<file path="src/rtl/vertical_gcli_prediction_cost_unit_macros.svh">
// ----------------------------------------------------------------------------
// Assertion macros for the vertical GCLI prediction cost unit
// Concurrent assertion wrappers; they compile to nothing when NO_ASSERTIONS
// is defined.
// ----------------------------------------------------------------------------
`ifndef VERTICAL_GCLI_PREDICTION_COST_UNIT_MACROS_SVH
`define VERTICAL_GCLI_PREDICTION_COST_UNIT_MACROS_SVH

`ifndef NO_ASSERTIONS

`define VGPC_ASSERT_IMP(lbl, clk, rst, ante, cons) \
   lbl: assert property (@(posedge clk) disable iff (rst) (ante) |-> (cons)) \
      else $error("assertion failed: same-cycle implication");

`define VGPC_ASSERT_NXT(lbl, clk, rst, ante, cons) \
   lbl: assert property (@(posedge clk) disable iff (rst) (ante) |=> (cons)) \
      else $error("assertion failed: next-cycle implication");

`else

`define VGPC_ASSERT_IMP(lbl, clk, rst, ante, cons)

`define VGPC_ASSERT_NXT(lbl, clk, rst, ante, cons)

`endif

`endif

</file>
<file path="src/rtl/vgpc_pkg.sv">
// ----------------------------------------------------------------------------
// Vertical GCLI prediction cost package
// Widths, register indexes and limits shared by the cost unit.
// ----------------------------------------------------------------------------
package vgpc_pkg;

   localparam int GRP_WORDS_DEF = 8;

   localparam int GCLI_W     = 4;
   localparam int CODE_W     = 5;
   localparam int MAX_CODE   = 30;
   localparam int SUM_W      = 17;
   localparam int CSR_ADDR_W = 2;
   localparam int CSR_DATA_W = 4;

   localparam int REQ_TDATA_W = 8;
   localparam int RSP_TDATA_W = 40;
   localparam int RSP_TUSER_W = 2;

   localparam logic [SUM_W-1:0] SUM_LIMIT = {SUM_W{1'b1}};

   localparam logic [CSR_ADDR_W-1:0] CSR_RUN_MODE          = 2'd0;
   localparam logic [CSR_ADDR_W-1:0] CSR_TRUNC_LEVEL       = 2'd1;
   localparam logic [CSR_ADDR_W-1:0] CSR_TRUNC_LEVEL_ABOVE = 2'd2;

endpackage

</file>
<file path="src/rtl/vertical_gcli_prediction_cost_unit.sv">
// ----------------------------------------------------------------------------
// Vertical GCLI prediction cost unit
// Code length of each word's vertical GCLI residual, with group
// significance flags and running plain and reduction totals per line.
// ----------------------------------------------------------------------------
// The unit takes one word per clock and returns one word per word taken;
// each word is held first in the input register and then in the result
// register, with the clamp, code-length and accumulator logic between the
// two. Back-pressure on the result side stalls both stages, so
// the sustained rate is one word per cycle whenever the result side is ready.
// Group and line state returns to zero after a word carrying tlast; the
// configuration registers keep their values and should be written only
// while no word is in flight.
module vertical_gcli_prediction_cost_unit #(
   parameter int GRP_WORDS = vgpc_pkg::GRP_WORDS_DEF
) (
   input  logic                                  clock,
   input  logic                                  reset,
   // configuration
   input  logic                                  csr_wen,
   input  logic [vgpc_pkg::CSR_ADDR_W-1:0]       csr_addr,
   input  logic [vgpc_pkg::CSR_DATA_W-1:0]       csr_wdata,
   // input stream
   input  logic                                  req_tvalid,
   output logic                                  req_tready,
   // [3:0] gcli_value, [7:4] gcli_above
   input  logic [vgpc_pkg::REQ_TDATA_W-1:0]      req_tdata,
   input  logic                                  req_tlast,
   // result stream
   output logic                                  rsp_tvalid,
   input  logic                                  rsp_tready,
   // [4:0] code_bits, [21:5] total_plain, [38:22] total_reduction, [39] zero
   output logic [vgpc_pkg::RSP_TDATA_W-1:0]      rsp_tdata,
   // [0] group_end, [1] group_skip
   output logic [vgpc_pkg::RSP_TUSER_W-1:0]      rsp_tuser,
   output logic                                  rsp_tlast
);

   localparam int GW     = vgpc_pkg::GCLI_W;
   localparam int CW     = vgpc_pkg::CODE_W;
   localparam int SW     = vgpc_pkg::SUM_W;
   localparam int ACC_W  = SW + 1;
   localparam int FILL_W = $clog2(GRP_WORDS + 1);
   localparam int LEN_W  = $clog2(GRP_WORDS * vgpc_pkg::MAX_CODE + 1);

   // configuration registers
   logic          run_mode_ff;
   logic [GW-1:0] tl_ff;
   logic [GW-1:0] tla_ff;

   // input register
   logic          in_valid_ff;
   logic [GW-1:0] in_gcli_ff;
   logic [GW-1:0] in_above_ff;
   logic          in_last_ff;

   // result register
   logic          rsp_valid_ff;
   logic [CW-1:0] rsp_code_ff;
   logic          rsp_end_ff;
   logic          rsp_skip_ff;
   logic [SW-1:0] rsp_plain_ff;
   logic [SW-1:0] rsp_red_ff;
   logic          rsp_last_ff;

   // line state
   logic [LEN_W-1:0]  group_len_ff, group_len_in;
   logic              group_any_ff, group_any_in;
   logic [FILL_W-1:0] group_fill_ff, group_fill_in;
   logic [SW-1:0]     sum_plain_ff, sum_plain_in;
   logic [SW-1:0]     sum_red_ff, sum_red_in;

   logic              advance;
   logic              fire;
   logic [GW-1:0]     g_clamp;
   logic [GW-1:0]     m_clamp;
   logic              d_neg;
   logic [GW-1:0]     d_mag;
   logic [GW-1:0]     lim;
   logic [CW-1:0]     code;
   logic              sig;
   logic [FILL_W-1:0] fill_nxt;
   logic [LEN_W-1:0]  len_nxt;
   logic              any_nxt;
   logic [ACC_W-1:0]  plain_sum;
   logic [SW-1:0]     plain_sat;
   logic [ACC_W-1:0]  red_sum;
   logic [SW-1:0]     red_sat;
   logic              grp_end;
   logic              grp_skip;
   logic              state_zero;

   assign advance    = !rsp_valid_ff || rsp_tready;
   assign fire       = in_valid_ff && advance;
   assign req_tready = !in_valid_ff || advance;

   always_comb begin
      g_clamp = (in_gcli_ff > tl_ff) ? in_gcli_ff : tl_ff;
      m_clamp = (in_above_ff > tla_ff) ? in_above_ff : tla_ff;
      d_neg   = g_clamp < m_clamp;
      d_mag   = d_neg ? (m_clamp - g_clamp) : (g_clamp - m_clamp);
      lim     = (m_clamp > tl_ff) ? (m_clamp - tl_ff) : '0;
      if (!d_neg && (d_mag > lim)) begin
         code = {1'b0, d_mag} + {1'b0, lim};
      end else if (!d_neg) begin
         code = {d_mag, 1'b0};
      end else begin
         code = {d_mag, 1'b0} - CW'(1);
      end
      sig = run_mode_ff ? (in_gcli_ff > tl_ff) : (d_mag != '0);

      fill_nxt  = group_fill_ff + FILL_W'(1);
      len_nxt   = group_len_ff + LEN_W'(code);
      any_nxt   = group_any_ff | sig;
      plain_sum = {1'b0, sum_plain_ff} + ACC_W'(code);
      plain_sat = plain_sum[SW] ? vgpc_pkg::SUM_LIMIT : plain_sum[SW-1:0];

      grp_end  = in_last_ff || (fill_nxt >= FILL_W'(GRP_WORDS));
      grp_skip = grp_end && !any_nxt;
      red_sum  = {1'b0, sum_red_ff} + ACC_W'(len_nxt) + ACC_W'(fill_nxt);
      red_sat  = grp_skip ? (red_sum[SW] ? vgpc_pkg::SUM_LIMIT : red_sum[SW-1:0])
                          : sum_red_ff;

      group_len_in  = group_len_ff;
      group_any_in  = group_any_ff;
      group_fill_in = group_fill_ff;
      sum_plain_in  = sum_plain_ff;
      sum_red_in    = sum_red_ff;
      if (fire) begin
         if (in_last_ff) begin
            group_len_in  = '0;
            group_any_in  = 1'b0;
            group_fill_in = '0;
            sum_plain_in  = '0;
            sum_red_in    = '0;
         end else if (grp_end) begin
            group_len_in  = '0;
            group_any_in  = 1'b0;
            group_fill_in = '0;
            sum_plain_in  = plain_sat;
            sum_red_in    = red_sat;
         end else begin
            group_len_in  = len_nxt;
            group_any_in  = any_nxt;
            group_fill_in = fill_nxt;
            sum_plain_in  = plain_sat;
            sum_red_in    = red_sat;
         end
      end
   end

   always_ff @(posedge clock) begin
      if (reset) begin
         run_mode_ff   <= 1'b0;
         tl_ff         <= '0;
         tla_ff        <= '0;
         in_valid_ff   <= 1'b0;
         rsp_valid_ff  <= 1'b0;
         group_len_ff  <= '0;
         group_any_ff  <= 1'b0;
         group_fill_ff <= '0;
         sum_plain_ff  <= '0;
         sum_red_ff    <= '0;
      end else begin
         if (csr_wen) begin
            case (csr_addr)
               vgpc_pkg::CSR_RUN_MODE:          run_mode_ff <= csr_wdata[0];
               vgpc_pkg::CSR_TRUNC_LEVEL:       tl_ff       <= csr_wdata[GW-1:0];
               vgpc_pkg::CSR_TRUNC_LEVEL_ABOVE: tla_ff      <= csr_wdata[GW-1:0];
               default: begin
               end
            endcase
         end
         if (req_tready) begin
            in_valid_ff <= req_tvalid;
         end
         if (advance) begin
            rsp_valid_ff <= in_valid_ff;
         end
         group_len_ff  <= group_len_in;
         group_any_ff  <= group_any_in;
         group_fill_ff <= group_fill_in;
         sum_plain_ff  <= sum_plain_in;
         sum_red_ff    <= sum_red_in;
      end
   end

   always_ff @(posedge clock) begin
      if (req_tvalid && req_tready) begin
         in_gcli_ff  <= req_tdata[GW-1:0];
         in_above_ff <= req_tdata[2*GW-1:GW];
         in_last_ff  <= req_tlast;
      end
      if (fire) begin
         rsp_code_ff  <= code;
         rsp_end_ff   <= grp_end;
         rsp_skip_ff  <= grp_skip;
         rsp_plain_ff <= plain_sat;
         rsp_red_ff   <= red_sat;
         rsp_last_ff  <= in_last_ff;
      end
   end

   assign rsp_tvalid = rsp_valid_ff;
   assign rsp_tdata  = {1'b0, rsp_red_ff, rsp_plain_ff, rsp_code_ff};
   assign rsp_tuser  = {rsp_skip_ff, rsp_end_ff};
   assign rsp_tlast  = rsp_last_ff;

   assign state_zero = (sum_plain_ff == '0) && (sum_red_ff == '0) && (group_fill_ff == '0);

`include "vertical_gcli_prediction_cost_unit_macros.svh"

   `VGPC_ASSERT_IMP(a_fill_below_group, clock, reset, 1'b1, group_fill_ff < FILL_W'(GRP_WORDS))
   `VGPC_ASSERT_IMP(a_line_end_closes_group, clock, reset, rsp_valid_ff && rsp_last_ff, rsp_end_ff)
   `VGPC_ASSERT_IMP(a_skip_only_at_end, clock, reset, rsp_valid_ff && rsp_skip_ff, rsp_end_ff)
   `VGPC_ASSERT_NXT(a_state_clear_after_line, clock, reset, fire && in_last_ff, state_zero)

endmodule
</file>
<file path="config.mk">
export PLATFORM = sky130hd
export DESIGN_NAME = vertical_gcli_prediction_cost_unit
export DESIGN_NICKNAME = d
export VERILOG_FILES = /design/src/rtl/vgpc_pkg.sv /design/src/rtl/vertical_gcli_prediction_cost_unit.sv
export VERILOG_INCLUDE_DIRS = /design/src /design/src/rtl
export SDC_FILE = /design/constraint.sdc
export NUM_CORES = 1
export LEC_CHECK = 0
export ABC_AREA = 0
export BUFFER_PORTS_ARGS = -buffer_cell sky130_fd_sc_hd__buf_2
export CAP_MARGIN = 20
export CORE_MARGIN = 3
export CORE_UTILIZATION = 27
export DETAILED_ROUTE_END_ITERATION = 10
export PLACE_DENSITY = 0.54
export SETUP_SLACK_MARGIN = 0.3
export SLEW_MARGIN = 40
export SYNTH_ARGS = -nofsm -noshare
export SYNTH_HDL_FRONTEND = slang
export SYNTH_SLANG_ARGS = --single-unit
</file>
<file path="constraint.sdc">
create_clock -name clock -period 12.2 [get_ports clock]
set_clock_uncertainty 0.2 [all_clocks]
set_input_delay 1.83 -clock clock [delete_from_list [all_inputs] [get_ports clock]]
set_output_delay 1.83 -clock clock [all_outputs]
set_load 0.01 [all_outputs]
</file>
==> Word level (Yosys, flattened, before mapping) <==
Index checks and enable logic that the tools add are counted.
Widths: inputs -> output; s select.
{ "word_totals": {"register_bits": 109, "inputBits": 20, "output_inout_bits": 45, "elab_cells": 72} }
{ "classes": {"n_addsub": 10, "magnitude_cmp": 6, "n_eq_ne": 2, "n_mux": 18, "n_bitwise": 1, "n_reduce_logical": 16} }
{ "ops": {"columns": ["operator", "n"], "rows": [
  ["$mux 17", 5],
  ["$mux 4", 6],
  ["$add 17x5->18", 1],
  ["$add 17x8->18", 1],
  ["$add 18x4->18", 1],
  ["$gt 4x4->1", 4],
  ["$mux 8", 2],
  ["$sub 4x4->4", 3],
  ["$mux 5", 2],
  ["$add 8x5->8", 1],
  ["$reduce_and 2->1", 3],
  ["$add 4x4->5", 1],
  ["$sub 5x1->5 const B", 1],
  ["$add 4x1->4 const B", 1],
  ["$ge 4x4->1 const B", 1],
  ["$logic_and 1x1->1", 4],
  ["$logic_not 1->1", 4],
  ["$lt 4x4->1", 1],
  ["$reduce_bool 4->1", 1],
  ["$logic_or 1x1->1", 3],
  ["$mux 1", 3],
  ["$eq 2x1->1 const B", 1],
  ["$eq 2x2->1 const B", 1],
  ["$logic_not 2->1", 1],
  ["$or 1x1->1", 1]
]} }

==> Longest topological paths before layout <==
Gate-level depths: netlist of the first run.
{ "logic_depth": {"word_depth": 13, "mapped_depth": 41, "ltp_nobuf": 40} }

==> Worst setup path after synthesis of the first run <==
OpenSTA, ideal clock, no wires.
{ "synth_timing": {"kind": "flip-flop to flip-flop", "from": "register tl_ff[1]", "to": "register rsp_red_ff[14] (data pin)", "setup_ns": 0.262, "arrival_time_ns": 7.652, "required_time_ns": 11.738, "path_slack_ns": 4.086, "path_stages_with_launch": 35, "path_buffers": 1, "period_less_slack_ns": 8.114, "path_cell_list": "dfxtp_1 > inv_1 > ha_1 > nor2b_1 > o21ai_0 > a32oi_1 > mux2_2 > inv_1 > ha_1 > fa_1 > nand2b_4 > a21oi_4 > mux2i_1 > xor2_1 > inv_1 > ha_1 > nand2_1 > o32ai_1 > o21ai_0 > nand2_1 > nand2_1 > fa_1 > inv_1 > fa_1 > inv_1 > ha_1 > fa_1 > a211oi_1 > o21bai_1 > o21ai_2 > nor3_1 > buf_2 > a31o_2 > a21oi_1 > a21oi_1"} }
{ "synth_between": {"elab_chain_len": 12} }
{ "synth_lines": {"columns": ["item", "line_no", "text"], "rows": [
  ["from (decl)", "vertical_gcli_prediction_cost_unit.sv:48", "logic [GW-1:0] tl_ff;"],
  ["from (signal assigned)", "vertical_gcli_prediction_cost_unit.sv:168", "vgpc_pkg::CSR_TRUNC_LEVEL: tl_ff <= csr_wdata[GW-1:0];"],
  ["$gt 4x4->1", "vertical_gcli_prediction_cost_unit.sv:98", "g_clamp = (in_gcli_ff > tl_ff) ? in_gcli_ff : tl_ff;"],
  ["$mux 4", "vertical_gcli_prediction_cost_unit.sv:98", null],
  ["$sub 4x4->4 or $lt 4x4->1 (tied branches)", "vertical_gcli_prediction_cost_unit.sv:101, vertical_gcli_prediction_cost_unit.sv:100", null],
  ["$mux 4", "vertical_gcli_prediction_cost_unit.sv:101", "d_mag = d_neg ? (m_clamp - g_clamp) : (g_clamp - m_clamp);"],
  ["$sub 5x1->5 or $gt 4x4->1 (tied branches)", "vertical_gcli_prediction_cost_unit.sv:108, vertical_gcli_prediction_cost_unit.sv:103", null],
  ["$mux 5 or $logic_and 1x1->1 (tied branches)", "vertical_gcli_prediction_cost_unit.sv:105, vertical_gcli_prediction_cost_unit.sv:103", null],
  ["$mux 5 (*)", "vertical_gcli_prediction_cost_unit.sv:103", "if (!d_neg && (d_mag > lim)) begin"],
  ["net code[1]", "vertical_gcli_prediction_cost_unit.sv:80", "logic [CW-1:0] code;"],
  ["$add 8x5->8 (*)", "vertical_gcli_prediction_cost_unit.sv:113", "len_nxt = group_len_ff + LEN_W'(code);"],
  ["$add 17x8->18 (*)", "vertical_gcli_prediction_cost_unit.sv:120", "red_sum = {1'b0, sum_red_ff} + ACC_W'(len_nxt) + ACC_W'(fill_nxt);"],
  ["$add 18x4->18 (*)", "vertical_gcli_prediction_cost_unit.sv:120", null],
  ["$mux 17 (*) (2 in series)", "vertical_gcli_prediction_cost_unit.sv:121", "red_sat = grp_skip ? (red_sum[SW] ? vgpc_pkg::SUM_LIMIT : red_sum[SW-1:0])"],
  ["net red_sat[14]", "vertical_gcli_prediction_cost_unit.sv:88", "logic [SW-1:0] red_sat;"],
  ["to (signal assigned)", "vertical_gcli_prediction_cost_unit.sv:199", "rsp_red_ff <= red_sat;"],
  ["to (decl)", "vertical_gcli_prediction_cost_unit.sv:63", "logic [SW-1:0] rsp_red_ff;"]
]} }
The timed path passes the listed nets; every way through them passes the cells marked *.
A chain may end at the register's enable or synchronous reset.

==> Worst setup path after layout of the first run <==
{ "layout_timing": {"from": "register tl_ff[1]", "to": "register rsp_red_ff[12] (data pin)"} }
The elaborated chain is that of the path after synthesis.

==> results of run 1 <==
## per-stage QoR
stage	cell area, um^2	cells
after floorplan	6596	702
after global placement	7226	1062
after detailed placement	7238	1062
after CTS	7541	1078
after global routing	7543	1078
final	7543	1078
## per-layer routing
layer / global-route usage, % / part of all wire [%] / up-vias
li1: - / - / 2609
met1: 15.61 / 48 / 2389
met2: 19.46 / 47 / 84
met3: 2.142 / 3.6 / 13
met4: 3.024 / 1.1 / 0
met5: 0 / 0 / -
## Yosys cell counts, types with 12 or more instances
cell type / instances
clkbuf_1: 20
nand2_1: 59
a21o_1: 12
o21ai_0: 36
a21oi_1: 56
ha_1: 52
nand3_1: 21
nor2_1: 65
inv_1: 49
nor3_1: 17
edfxtp_1: 51
xnor2_1: 21
dfxtp_1: 58
## worst register-to-register path: cells and delay by family (launching register included)
kind	cells	cell delay, ns
AO/OA/AOI/OAI	13	3.28
XOR/XNOR	2	0.44
adder cells (fa/ha/maj)	7	2.23
buffers and inverters	3	0.24
flip-flops	1	0.39
multiplexers	2	0.67
AND/OR/NAND/NOR	8	1.36
## kinds of logic (layout without fill, tap and decap cells)
family                     Yosys count  count (layout)  synth area share, %
buffers and inverters               79             136                4.951
DFF                                109             109                40.82
muxes                               20              20                3.244
AOI/OAI and AO/OA                  171             171                16.73
other                                1               1              0.05685
adders and majority gates           63              63                13.20
and+or+nand+nor                    227             227                16.75
xor gates and xnor gates            32              32                4.249
## sequential cells by signal, summed over array words and instances, names as in the netlist
name	cells
rsp_plain_ff	17
in_valid_ff	1
in_above_ff	4
in_last_ff	1
group_any_ff	1
tla_ff	4
tl_ff	4
sum_red_ff	17
sum_plain_ff	17
rsp_red_ff	17
rsp_code_ff	5
rsp_skip_ff	1
group_fill_ff	4
run_mode_ff	1
group_len_ff	8
rsp_tvalid	1
rsp_end_ff	1
in_gcli_ff	4
rsp_tlast	1
## path summary, 6_finish.rpt
check                  startpoint               to  cells past startpoint
hold / removal    group_len_ff[0]  group_len_ff[0]                      2
hold reg to reg   group_len_ff[0]  group_len_ff[0]                      2
setup reg to reg         tl_ff[1]   rsp_red_ff[12]                     35
setup / recovery         tl_ff[1]   rsp_red_ff[12]                     35
## where the power goes
part | internal [mW] | switching [mW] | leakage, nW
clock | 0.145 | 0.150 | 0.144
sequential | 0.417 | 0.0112 | 0.944
combinational | 0.193 | 0.291 | 2.01
## layout make-up
class	count	area share, %
tap	319	5.291
clock inverter	7	1.028
inverter	51	2.538
sequential	109	35.69
multi-input combinational	514	47.69
timing repair buffer	69	4.777
clock buffer	9	2.986
==> results.md, run 1 <==
* Status: finished, final reports clean
* Initial antenna violation count at 0
* Antenna Nets Post-Route at 0
* Share of the synthesized area in the top cell type at 23.22%
* Layout cells sized above 1 at 14.89%
* Io pins at 65
* Worst reg2reg setup slack at 3.16 ns
* WS Path Type: reg -> reg
* CTS clk-pin slew, worst paths at 0.08 ns
* Post-Syn Instances at 702
* Clock tree root driver cell: clkbuf_16
* Cts repair resizes at 0
* Clk_lat worst skew at 0.36 ns
* Critical Path Max Stage Delay at 0.64 ns
* Vert. Die Dim at 162.3 um
* Fill cell count at 2501
* Number of buffers and inverters on the critical path at 3
* Worst Tran Pin Value at 0.7744 ns
* CTS Buf Count at 9
* WP data arrival at 8.94 ns
* DRT Pass-1 Iters at 4
* Area Overhead vs Synth at 14.36%
* Core box area at 23750 um^2
* Hpwl dp at 10820 um
* Largest net degree at the start of global routing at 58
* Fmax at 110.6 MHz
* Required arrival time at the worst endpoint at 12.10 ns
* Post-synth top area cell: edfxtp_1
* Final Hold Vio Count at 0
* Via count at 5095
* Most frequent cells in the layout: nor2_1, buf_2, nand2_1
* Setup TNS at 0 ns
* Post-Syn Nets at 785
* Total GRT Usage at 11.67%
* FFs w/ async S/R, synth at 0%
* WL final at 14860 um
* Max-cap violations at 0
* Pwr Density at 160.0 nW/um^2
* GPL Wtd Cong at 0.8159
* Mapped Area at 6596 um^2
* Wirelength per Cell at 13.79 um
* CP Max Fanout at 10
* Netlist cell types at 64
* Area of the multi-input gates at 3597 um^2
* DRT iter0 DRCs at 274
* Ranking of synthesized cells by area: edfxtp_1, dfxtp_1, ha_1, a21oi_1, nor2_1
* Number of flops mapped to enable cells by yosys at 51
* Fin. max-slew vios at 0
* Residual DRC at 0
* Startpoint types: register
* # Post-CTS Setup Buffers at 0
* Crit end category: register
* Register area share after synthesis at 40.82%
* Synth Register Bits at 109
* Via-to-Cell Ratio at 4.726
* Fin util at 31.76%
* WHS at 0.2670 ns
* Syn Area/Cell at 9.396 um^2
* Max-slew headroom at 48.37%
* Fin crit share at 74.10%
* Hold_buf cts at 0
* Delay-heaviest family, CP: compound AO/OA/AOI/OAI gates
* Min Tclk post-route at 9.040 ns
* Crit path top cell by count: ha_1
* Sink Count at 109
* Highest-delay cell along the critical path: o32ai_1
* Min-Delay Path Class: reg -> reg
* RSZ-0062 raised after global routing: false
* First-pass GRT wire length at 25130 um
* Final worst slack at 3.160 ns
* Leak at 3.097 nW
* Grt total ovfl at 0
* Chip width at 162.3 um
* Total power at 1.207 mW
* NumNets Final at 837
* Initial core utilization at 27.77%
* CTS tree: built
* Die footprint at 26340 um^2
* Vias in the first global route at 5004
* Htree depth at 3
* Commonest non-fill, non-tap cell in the layout: nor2_1
* Register area at 2693 um^2
* Ys Warns at 0
* Post-synth top flop: dfxtp_1
* Setup violators final at 0
* Largest buffer count on any clock path at 2
* # rows at 56
* IO buf count at 63
* Antenna fix cells at 0
* VDD IR max at 0.06232 mV
* Place WS at 3.167 ns
Note: power is estimated with default switching activity, not from simulation.
==> run 2: changes to the inputs <==
clock period = 8.55 ns   (was 12.2 ns; I/O delays follow)
==> run 2 against run 1 <==
  * Register-to-register slack got worse by 2.4 ns
  * Maximum frequency rose by 16%
  * Wire length increased by 0.50%
  * Combinational power grew 55%
  * First-iteration DRC count down 3.6%
  * Critical path depth grew 1
  * Die area unchanged
  * Critical path type unchanged
  * Largest cell class unchanged
==> results.md, run 2 (synthesis gave the netlist of run 1 again) <==
* Initial core utilization at 27.77%
* Startpoint types: register
* Setup violators final at 0
* Leak at 3.172 nW
* Clk_lat worst skew at 0.36 ns
* Fin util at 32.89%
* Layout cells sized above 1 at 19.53%
* Status: finished, final reports clean
* Residual DRC at 0
* CTS tree: built
* Grt total ovfl at 0
* Dpl cell area at 7293 um^2
* Largest buffer count on any clock path at 2
* Via-to-Cell Ratio at 4.712
* Hpwl dp at 10650 um
* Register area at 2693 um^2
* Hold_buf cts at 0
* Initial antenna violation count at 0
* M3 GR Usage at 2.321%
* Placed Instances at 1069
* Min Tclk post-route at 7.789 ns
* GRT busiest layer: met2
* Max-cap violations at 0
* Core box area at 23750 um^2
* VDD IR max at 0.1068 mV
* Delay-heaviest family, CP: adder cells
* Htree depth at 3
* Die footprint at 26340 um^2
* Number of buffers and inverters on the critical path at 4
* Clock tree root driver cell: clkbuf_16
* DRT Pass-1 Iters at 5
* Via count at 5122
* GPL Wtd Cong at 0.8091
* Largest net degree at the start of global routing at 59
* Antenna fix cells at 0
* Vias in the first global route at 4719
* Highest-delay cell along the critical path: fa_2
* First-pass GRT wire length at 23940 um
* WP data arrival at 7.67 ns
* Max-slew headroom at 49.53%
* Setup TNS at 0 ns
* Crit path top cell by count: ha_1
* Sink Count at 109
* IO buf count at 63
* Io pins at 65
* # rows at 56
* Pwr Density at 228.9 nW/um^2
* CP Max Fanout at 9
* WS Path Type: reg -> reg
* Post-Layout Inst Area at 7811 um^2
* Met2 usage in global routing at 18.51%
* Worst Tran Pin Value at 0.7562 ns
* Chip width at 162.3 um
* Wirelength per Cell at 13.74 um
* Fill cell count at 2404
* Area Overhead vs Synth at 18.42%
* WL final at 14940 um
* Final cell count without fillers at 1087
* Critical Path Max Stage Delay at 0.56 ns
* Area of the multi-input gates at 3789 um^2
* Fin crit share at 91.10%
* Fmax at 128.4 MHz
* Most frequent cells in the layout: nor2_1, buf_2, nand2_1
* CTS clk-pin slew, worst paths at 0.08 ns
* Fin. max-slew vios at 0
* Total GRT Usage at 11.21%
* Crit end category: register
* Final Hold Vio Count at 0
* CTS Buf Count at 9
* RSZ-0062 raised after global routing: false
* Min-Delay Path Class: reg -> reg
* NumNets Final at 846
* Antenna Nets Post-Route at 0
* GR Util met1 at 15.02%
* Vert. Die Dim at 162.3 um
* Required arrival time at the worst endpoint at 8.43 ns
* DRT iter0 DRCs at 264
run 2: changes by cell type in the layout (fill, tap and decap cells not counted), moves of 3 or more:
cell,change
a21oi_2,+5
ha_1,-5
fa_1,-3
a21oi_1,-6
fa_2,+3
ha_4,+4
buf_4,+7
run 2: path summary, 6_finish.rpt:
kind,start,end,slack (ns),cells past startpoint
setup / recovery,in_above_ff[1],rsp_red_ff[12],0.76,36
hold / removal,group_len_ff[0],group_len_ff[0],0.26,2
setup reg to reg,in_above_ff[1],rsp_red_ff[12],0.76,36
hold reg to reg,group_len_ff[0],group_len_ff[0],0.26,2
run 2: what timing repair did:
item,4_1_cts,5_1_grt
resized for setup,3,36
buffers inserted,0,2
pin swaps,0,4
setup endpoints to repair,6,34
run 2: per-stage QoR:
stage	hold slack (ns)	setup slack (ns)	power, mW
floorplan	0.2362	0.4363	1.143
detailed placement	0.2633	0.2133	1.334
finish	0.2630	0.7612	1.788
CTS	0.2734	0.3249	1.768
global route	0.3027	0.2097	1.927
global placement	0.2519	0.3347	1.331
run 2: where the power goes:
group,switching [mW],leakage [nW],internal [mW]
logic,0.433,2.08,0.317
registers,0.0159,0.944,0.595
clock network,0.218,0.148,0.208
total,0.667,3.17,1.12
run 2: layer usage:
layer	wire, um	vias to the layer above
met2	7015	105
met5	0	-
met4	121	0
met3	640	7
li1	-	2633
met1	7163	2377
run 2: worst reg2reg max path, delay by kind of cell (launching register included):
| family | cells | cell delay (ns) |
|---|---|---|
| buffers and inverters | 4 | 0.46 |
| flip-flops | 1 | 0.41 |
| adder cells (fa/ha/maj) | 8 | 2.84 |
| AO/OA/AOI/OAI | 13 | 2.12 |
| multiplexers | 1 | 0.26 |
| AND/OR/NAND/NOR | 10 | 1.25 |
run 2: layout make-up:
cell class / instances / area share, %
clock inverter: 7 / 1.009
clock buffer: 9 / 2.883
timing repair buffer: 78 / 5.574
sequential: 109 / 34.47
inverter: 51 / 2.451
tap: 319 / 5.110
multi-input combinational: 514 / 48.50
